`config.mk`:
```
export PLATFORM = sky130hd
export DESIGN_NAME = prefix_expression_evaluator
export DESIGN_NICKNAME = d
export VERILOG_FILES = /design/src/rtl/pxe_pkg.sv /design/src/rtl/prefix_expression_evaluator.sv /design/src/rtl/pxe_stack_mem.sv /design/src/rtl/pxe_div.sv
export SDC_FILE = /design/constraint.sdc
export NUM_CORES = 2
export LEC_CHECK = 0
export ABC_AREA = 1
export BUFFER_PORTS_ARGS = -buffer_cell sky130_fd_sc_hd__buf_2
export CAP_MARGIN = 25
export CORE_UTILIZATION = 60
export DETAILED_ROUTE_END_ITERATION = 7
export GPL_ROUTABILITY_DRIVEN = 0
export HOLD_SLACK_MARGIN = 0.15
export PLACE_DENSITY = 0.72
export SLEW_MARGIN = 10
export SYNTH_ARGS = -nofsm -noshare
export SYNTH_HDL_FRONTEND = slang
export SYNTH_SLANG_ARGS = --single-unit
```
`constraint.sdc`:
```
create_clock -name i_clk -period 18.45 [get_ports i_clk]
set_clock_uncertainty 0.05 [all_clocks]
set_input_delay 1.845 -clock i_clk [delete_from_list [all_inputs] [get_ports i_clk]]
set_output_delay 1.845 -clock i_clk [all_outputs]
set_load 0.01 [all_outputs]
```
`src/rtl/pxe_pkg.sv`:
```
// Shared types and codes for the prefix expression evaluator.
package pxe_pkg;

    localparam int unsigned WordW = 32;

    typedef logic signed [WordW-1:0] t_word;

    // Token operation codes
    localparam logic [2:0] OP_PUSH = 3'd0;
    localparam logic [2:0] OP_ADD  = 3'd1;
    localparam logic [2:0] OP_SUB  = 3'd2;
    localparam logic [2:0] OP_MUL  = 3'd3;
    localparam logic [2:0] OP_DIV  = 3'd4;

    // Result status codes
    typedef enum logic [1:0] {
        STS_OK        = 2'd0,
        STS_UNDERFLOW = 2'd1,
        STS_DIVZERO   = 2'd2,
        STS_OVERFLOW  = 2'd3
    } t_status;

    // Sequencer states
    typedef enum logic [2:0] {
        ST_IDLE,
        ST_EXEC,
        ST_OPER,
        ST_DIV,
        ST_FIN
    } t_state;

endpackage

```
`src/rtl/prefix_expression_evaluator.sv`:
```
// Prefix expression evaluator top level: stack sequencer around the stack memory.
//
//  channel | direction | handshake          | payload
//  --------+-----------+--------------------+---------------------------------------------
//  token   | in        | i_valid / o_stall  | i_operation, i_operand_value, i_last_token
//  result  | out       | o_valid / i_stall  | o_expression_value, o_status
//
// Each token passes ST_EXEC; an operator with two entries stacked goes on to ST_OPER, a
// divide by a nonzero divisor then waits in ST_DIV, and the last token ends in ST_FIN.
// The divide wait comes from the one-bit-per-cycle divider; ST_OPER from the registered
// read of the stack memory (top of stack is held in a register).
// Reset (synchronous, active low) empties the stack and clears the error status.
// A result waiting under i_stall does not hold off the next request; only a second
// result behind it does.
module prefix_expression_evaluator #(
    parameter int unsigned STACK_DEPTH = 16
) (
    input  logic              i_clk,
    input  logic              i_rst_n,
    input  logic              i_valid,
    output logic              o_stall,
    input  logic [2:0]        i_operation,
    input  pxe_pkg::t_word    i_operand_value,
    input  logic              i_last_token,
    output logic              o_valid,
    input  logic              i_stall,
    output pxe_pkg::t_word    o_expression_value,
    output pxe_pkg::t_status  o_status
);
    import pxe_pkg::*;

    localparam int unsigned AW = (STACK_DEPTH > 2) ? $clog2(STACK_DEPTH) : 1;
    localparam int unsigned CW = $clog2(STACK_DEPTH + 1);

    t_state     r_state, n_state;
    logic [CW-1:0] r_count, n_count;
    t_status    r_err, n_err;
    t_word      r_tos, n_tos;
    logic [2:0] r_op;
    t_word      r_val;
    logic       r_last;
    logic       r_out_valid, n_out_valid;
    t_word      r_out_value, n_out_value;
    t_status    r_out_status, n_out_status;

    logic          w_accept;
    logic          w_is_oper;
    logic          w_full;
    logic          w_two;
    logic          w_emit;
    logic          w_wr_en;
    logic [AW-1:0] w_wr_addr;
    logic          w_rd_en;
    logic [AW-1:0] w_rd_addr;
    t_word         w_rd_data;
    logic          w_div_start;
    logic          w_div_done;
    t_word         w_quot;
    t_word         w_sum;
    t_word         w_dif;
    t_word         w_prod;

    assign w_accept  = i_valid && !o_stall;
    assign w_is_oper = (r_op == OP_ADD) || (r_op == OP_SUB) || (r_op == OP_MUL)
                       || (r_op == OP_DIV);
    assign w_full    = (r_count == CW'(STACK_DEPTH));
    assign w_two     = (r_count >= CW'(2));
    assign w_emit    = (r_state == ST_FIN) && (!r_out_valid || !i_stall);

    // memory holds every entry below the top of stack
    assign w_wr_addr = AW'(r_count - CW'(1));
    assign w_rd_addr = AW'(r_count - CW'(2));

    // left operand is the top of stack, right operand the entry below
    assign w_sum  = r_tos + w_rd_data;
    assign w_dif  = r_tos - w_rd_data;
    assign w_prod = r_tos * w_rd_data;

    pxe_stack_mem #(
        .DEPTH (STACK_DEPTH),
        .AW    (AW)
    ) u_mem (
        .i_clk     (i_clk),
        .i_wr_en   (w_wr_en),
        .i_wr_addr (w_wr_addr),
        .i_wr_data (r_tos),
        .i_rd_en   (w_rd_en),
        .i_rd_addr (w_rd_addr),
        .o_rd_data (w_rd_data)
    );

    pxe_div u_div (
        .i_clk      (i_clk),
        .i_rst_n    (i_rst_n),
        .i_start    (w_div_start),
        .i_dividend (r_tos),
        .i_divisor  (w_rd_data),
        .o_done     (w_div_done),
        .o_quotient (w_quot)
    );

    // next state
    always_comb begin
        n_state = r_state;
        unique case (r_state)
            ST_IDLE: begin
                if (w_accept) n_state = ST_EXEC;
            end
            ST_EXEC: begin
                if (w_is_oper && w_two) n_state = ST_OPER;
                else if (r_last)        n_state = ST_FIN;
                else                    n_state = ST_IDLE;
            end
            ST_OPER: begin
                if (r_op == OP_DIV && w_rd_data != '0) n_state = ST_DIV;
                else if (r_last)                       n_state = ST_FIN;
                else                                   n_state = ST_IDLE;
            end
            ST_DIV: begin
                if (w_div_done) n_state = r_last ? ST_FIN : ST_IDLE;
            end
            ST_FIN: begin
                if (w_emit) n_state = ST_IDLE;
            end
            default: n_state = ST_IDLE;
        endcase
    end

    // control outputs
    always_comb begin
        w_wr_en     = 1'b0;
        w_rd_en     = 1'b0;
        w_div_start = 1'b0;
        unique case (r_state)
            ST_EXEC: begin
                w_wr_en = (r_op == OP_PUSH) && !w_full && (r_count != '0);
                w_rd_en = w_is_oper && w_two;
            end
            ST_OPER: begin
                w_div_start = (r_op == OP_DIV) && (w_rd_data != '0);
            end
            default: ;
        endcase
    end

    assign o_stall = (r_state != ST_IDLE);

    // stack, error and result updates
    always_comb begin
        n_count      = r_count;
        n_err        = r_err;
        n_tos        = r_tos;
        n_out_valid  = r_out_valid && i_stall;
        n_out_value  = r_out_value;
        n_out_status = r_out_status;
        case (r_state)
            ST_EXEC: begin
                if (r_op == OP_PUSH) begin
                    if (w_full) begin
                        if (r_err == STS_OK) n_err = STS_OVERFLOW;
                    end else begin
                        n_tos   = r_val;
                        n_count = r_count + CW'(1);
                    end
                end else if (w_is_oper && !w_two) begin
                    if (r_err == STS_OK) n_err = STS_UNDERFLOW;
                end
            end
            ST_OPER: begin
                n_count = r_count - CW'(1);
                case (r_op)
                    OP_ADD: n_tos = w_sum;
                    OP_SUB: n_tos = w_dif;
                    OP_MUL: n_tos = w_prod;
                    default: begin
                        // divide by zero pushes zero; nonzero waits for the divider
                        if (w_rd_data == '0) begin
                            n_tos = '0;
                            if (r_err == STS_OK) n_err = STS_DIVZERO;
                        end
                    end
                endcase
            end
            ST_DIV: begin
                if (w_div_done) n_tos = w_quot;
            end
            ST_FIN: begin
                if (w_emit) begin
                    n_out_valid = 1'b1;
                    if (r_count == '0) begin
                        n_out_value  = '0;
                        n_out_status = (r_err == STS_OK) ? STS_UNDERFLOW : r_err;
                    end else begin
                        n_out_value  = r_tos;
                        n_out_status = r_err;
                    end
                    n_count = '0;
                    n_err   = STS_OK;
                end
            end
            default: ;
        endcase
    end

    // control registers
    always_ff @(posedge i_clk) begin
        if (!i_rst_n) begin
            r_state     <= ST_IDLE;
            r_count     <= '0;
            r_err       <= STS_OK;
            r_out_valid <= 1'b0;
        end else begin
            r_state     <= n_state;
            r_count     <= n_count;
            r_err       <= n_err;
            r_out_valid <= n_out_valid;
        end
    end

    // payload registers
    always_ff @(posedge i_clk) begin
        if (w_accept) begin
            r_op   <= i_operation;
            r_val  <= i_operand_value;
            r_last <= i_last_token;
        end
        r_tos        <= n_tos;
        r_out_value  <= n_out_value;
        r_out_status <= n_out_status;
    end

    assign o_valid            = r_out_valid;
    assign o_expression_value = r_out_value;
    assign o_status           = r_out_status;

    // stack never holds more than its depth
    a_count_bound: assert property (@(posedge i_clk) disable iff (!i_rst_n)
        r_count <= CW'(STACK_DEPTH))
        else $error("stack count beyond depth");

    // divider finishes only while the sequencer waits on it
    a_div_done_state: assert property (@(posedge i_clk) disable iff (!i_rst_n)
        w_div_done |-> (r_state == ST_DIV))
        else $error("divider done outside divide wait");

    // a result leaves the stack and status cleared
    a_clear_after_emit: assert property (@(posedge i_clk) disable iff (!i_rst_n)
        w_emit |=> (r_count == '0) && (r_err == STS_OK) && o_valid)
        else $error("stack not cleared after result");

    // an empty stack at the end never reports ok
    a_empty_not_ok: assert property (@(posedge i_clk) disable iff (!i_rst_n)
        (w_emit && (r_count == '0)) |=> (o_status != STS_OK) && (o_expression_value == '0))
        else $error("empty stack reported as ok");

endmodule

```
`src/rtl/pxe_stack_mem.sv`:
```
// Value stack storage: one write port, one read port, registered read data.
module pxe_stack_mem #(
    parameter int unsigned DEPTH = 16,
    parameter int unsigned AW    = 4
) (
    input  logic              i_clk,
    input  logic              i_wr_en,
    input  logic [AW-1:0]     i_wr_addr,
    input  pxe_pkg::t_word    i_wr_data,
    input  logic              i_rd_en,
    input  logic [AW-1:0]     i_rd_addr,
    output pxe_pkg::t_word    o_rd_data
);
    import pxe_pkg::*;

    t_word r_mem [DEPTH];
    t_word r_rd_data;

    // write port
    always_ff @(posedge i_clk) begin
        if (i_wr_en) begin
            r_mem[i_wr_addr] <= i_wr_data;
        end
    end

    // read port, registered
    always_ff @(posedge i_clk) begin
        if (i_rd_en) begin
            r_rd_data <= r_mem[i_rd_addr];
        end
    end

    assign o_rd_data = r_rd_data;

endmodule

```
`src/rtl/pxe_div.sv`:
```
// Signed 32-bit divider, restoring, one quotient bit per cycle, truncates toward zero.
module pxe_div (
    input  logic              i_clk,
    input  logic              i_rst_n,
    input  logic              i_start,
    input  pxe_pkg::t_word    i_dividend,
    input  pxe_pkg::t_word    i_divisor,
    output logic              o_done,
    output pxe_pkg::t_word    o_quotient
);
    import pxe_pkg::*;

    logic               r_busy;
    logic               r_done;
    logic [4:0]         r_cnt;
    logic [WordW-1:0]   r_rem;
    logic [WordW-1:0]   r_quo;
    logic [WordW-1:0]   r_dvs;
    logic               r_neg;

    logic [WordW:0]     w_shift;
    logic [WordW:0]     w_diff;
    logic [WordW-1:0]   w_mag_a;
    logic [WordW-1:0]   w_mag_b;

    // magnitudes; the most negative value maps to 2^31 unsigned
    assign w_mag_a = i_dividend[WordW-1] ? (WordW)'(-i_dividend) : i_dividend;
    assign w_mag_b = i_divisor[WordW-1]  ? (WordW)'(-i_divisor)  : i_divisor;

    // trial subtract of one step
    assign w_shift = {r_rem, r_quo[WordW-1]};
    assign w_diff  = w_shift - {1'b0, r_dvs};

    // control
    always_ff @(posedge i_clk) begin
        if (!i_rst_n) begin
            r_busy <= 1'b0;
            r_done <= 1'b0;
            r_cnt  <= '0;
        end else begin
            r_done <= 1'b0;
            if (i_start) begin
                r_busy <= 1'b1;
                r_cnt  <= 5'd31;
            end else if (r_busy) begin
                r_cnt <= r_cnt - 5'd1;
                if (r_cnt == 5'd0) begin
                    r_busy <= 1'b0;
                    r_done <= 1'b1;
                end
            end
        end
    end

    // datapath
    always_ff @(posedge i_clk) begin
        if (i_start) begin
            r_rem <= '0;
            r_quo <= w_mag_a;
            r_dvs <= w_mag_b;
            r_neg <= i_dividend[WordW-1] ^ i_divisor[WordW-1];
        end else if (r_busy) begin
            if (!w_diff[WordW]) begin
                r_rem <= w_diff[WordW-1:0];
                r_quo <= {r_quo[WordW-2:0], 1'b1};
            end else begin
                r_rem <= w_shift[WordW-1:0];
                r_quo <= {r_quo[WordW-2:0], 1'b0};
            end
        end
    end

    assign o_done     = r_done;
    assign o_quotient = r_neg ? t_word'(-r_quo) : t_word'(r_quo);

endmodule

```
==> summary.txt <==
Status
  – Status: completed

GRT
  – Pin count of the biggest net entering global routing: roughly 220
  – Number of global-route vias before repair: about 41000
  – Total track usage: 0.3447
  – Grt ovf: 0
  – First-pass GRT wire length: between 200000 and 250000 um
  – Initial antenna violation count: 5

Synthesis
  – Count of warnings emitted by yosys: 0
  – Post-synthesis cell area: around 0.054 mm^2
  – Post-synth EDFFs: 711
  – Avg Cell Area, Syn: 9.030 um^2
  – Flops & latches, synth: roughly 760
  – Synth Flop Type: edfxtp_1
  – Mapped Cells: 5946
  – Cell taking the most area after synthesis: edfxtp_1
  – Main area contributors after synthesis: edfxtp_1 (40%), fa_1 (15%), nand2_1 (8.8%)
  – Asr flop ratio synth: 0
  – Sequential share of the synthesized area: 0.4163
  – Post-synth cell types: 63
  – Top cell type's share of synthesized area: 0.3976
  – Syn nets: 6625

STA
  – Final slew viol count: 0
  – Worst-Margin Slew: 1.125 ns
  – Hold WS: about 0.42 ns
  – # setup viols final: 0
  – Tcrit/Tclk final: 0.4204
  – RSZ-0062 raised after global routing: false
  – Total Neg Setup Slack: 0 ns
  – Hold Vio Cnt, Final: 0
  – F_max: 128.9 MHz
  – Slew HR: 0.2497
  – Min cycle time layout: a little under 8 ns

Clock network
  – Hold-fix buffers at CTS: 0
  – Clock slew at reported path FFs: 0.06 ns
  – Sink Count: 761
  – Bufs on Longest Clock Path: 3
  – Total CTS buffers: just under 80
  – Max H-tree Level: 3
  – # resized after CTS: 0
  – CTS tree: built
  – Setup Fix Bufs, Post-CTS: 0
  – Root Driver: clkbuf_16
  – Worst-skew pair later-pin latency: 0.65 ns

Layout
  – Fin nets: 6576
  – Final core utilization: 0.6527
  – Synth-to-Final Area Change: 7.604%
  – Filler Cells Inserted: 6968
  – Seq. cell area: 0.02236 mm^2
  – Share of cells above drive strength 1: 0.06006
  – Footprint of the multi-input gates: 0.02612 mm^2

Setup path
  – Crit start category: register
  – Most used cell, CP: fa_1
  – CP Data Required Time: ~19 ns
  – Slowest CP cell: edfxtp_1
  – Crit Path Category: register to register
  – Crit-path max cell delay: 0.73 ns
  – CP top delay family: adder cells
  – CP endpoint kind: register
  – CP Depth: 27
  – Arr. time, crit path: 8.09 ns
  – Worst R2R Path Depth: 27
  – Worst path bufs/invs: 5
  – Max FO, Critical Path: 31

Floorplan
  – Die area: just over 0.09 mm^2
  – Io pins: 76
  – Row count: 109
  – CORE AREA: 0.08851 mm^2
  – Die X: 301.1 um
  – Die H: 301.1 um
  – Starting density of the core: 0.6066

Routing
  – DR iter-0 viols: 4782
  – DR vias/cell: 5.887
  – Antenna-violating nets left: 0
  – TritonRoute pass-1 iters: 6
  – Final WL: 153800 um
  – DR vias: 41980
  – Avg WL per Cell: 21.57 um
  – DR DRC count: 0

Placement
  – DPL Wire Length: 99380 um
  – Port Buffers: 75

Min path
  – Min-Delay Path Depth: 2
  – Worst hold path class: register to register

Run
  – MaxCap Viol Count: 0
==> cell families (layout without fill, tap and decap cells) <==
logic type      Yosys count  count (layout)  synth area share
flops                   761             761            0.4163
compound gates          932             932            0.1011
simple gates           2093            2093            0.1592
fa+ha+maj               639             639            0.2062
xor+xnor                105             105           0.01713
other cells               0               5                 0
buf+inv                1416            1431           0.09999
==> final timing paths <==
| check | startpoint | to | slack [ns] |
|---|---|---|---|
| max | r_tos[18] | r_tos[29] | 10.69 |
| min | u_div.r_rem[20] | u_div.r_rem[20] | 0.42 |
| max reg2reg | r_tos[18] | r_tos[29] | 10.69 |
| min reg2reg | u_div.r_rem[20] | u_div.r_rem[20] | 0.42 |
==> metrics by stage <==
step,cell area [um^2],worst slack [ns],cells
after floorplan,53690,11.48,5946
after global placement,55220,10.89,6980
after detailed placement,55240,10.83,6981
after CTS,57740,10.77,7125
after global routing,57770,10.33,7127
final,57780,10.69,7131
==> Yosys cell counts (5+ instances only) <==
cell type,n
a211oi_1,8
a21o_1,11
a21oi_1,169
a221oi_1,7
a31oi_1,7
buf_1,44
buf_2,33
clkbuf_1,219
dfxtp_1,50
edfxtp_1,711
fa_1,410
ha_1,229
inv_1,1107
inv_2,8
nand2_1,1265
nand3_1,199
nand3_2,5
nand3b_1,10
nand4_1,22
nor2_1,479
nor3_1,44
nor3_2,5
nor4_1,15
o211ai_1,50
o21a_1,11
o21ai_0,485
o21ai_1,12
o21ai_2,5
o21bai_1,12
o221ai_1,96
o22ai_1,39
o31ai_1,5
or2_2,24
xnor2_1,35
xor2_1,70
==> flip-flops by register name (all words and copies together) (netlist names), 5 cells and up <==
register	cells
u_mem.r_mem	512
u_div.r_dvs	32
u_div.r_rem	32
r_tos	32
u_mem.o_rd_data	32
u_div.r_quo	32
r_val	32
u_div.r_cnt	5
o_expression_value	32
r_count	5
==> layout make-up <==
class	count	share of cell area
antenna	5	0.0002166
clock inverter	34	0.006973
tap	1165	0.02523
clock buffer	110	0.03623
multi-input combinational	3769	0.4521
inverter	1117	0.07270
sequential	761	0.3870
timing repair buffer	170	0.01953
==> metal layers <==
layer  part of all wire  wire length (um)  track usage  vias to the layer above
met2               0.45             69800       0.5351                     2339
met5           0.000085                13            0                        -
met3               0.11             16650      0.06332                      412
met4              0.046              7102       0.1522                        2
met1               0.39             60250       0.4755                    20170
li1                   -                 -            -                    19060
==> placed cells by master, fill, tap and decap left out, types with 14 or more instances in the layout <==
cell type  count
buf_2         75
or2_2         24
a21oi_1      168
dfxtp_1       48
nand2_1     1265
inv_1       1106
clkinv_1      14
edfxtp_1     711
o211ai_1      50
nand3_1      199
xnor2_1       35
nand4_1       22
o21ai_0      485
buf_4         92
ha_1         229
nor2_4        21
o22ai_1       39
nor4_1        15
clkbuf_1      31
nor2_1       460
clkbuf_16     79
xor2_1        70
nor3_1        44
o221ai_1      96
fa_1         410
==> tightest hold or removal path, delay by kind of cell (launching register included) <==
family,cells,cell delay (ns)
flops,1,0.32
simple gates,2,0.10
Power is not shown: default switching activity piles up to over one toggle a cycle in this logic, so the estimate is an artifact.
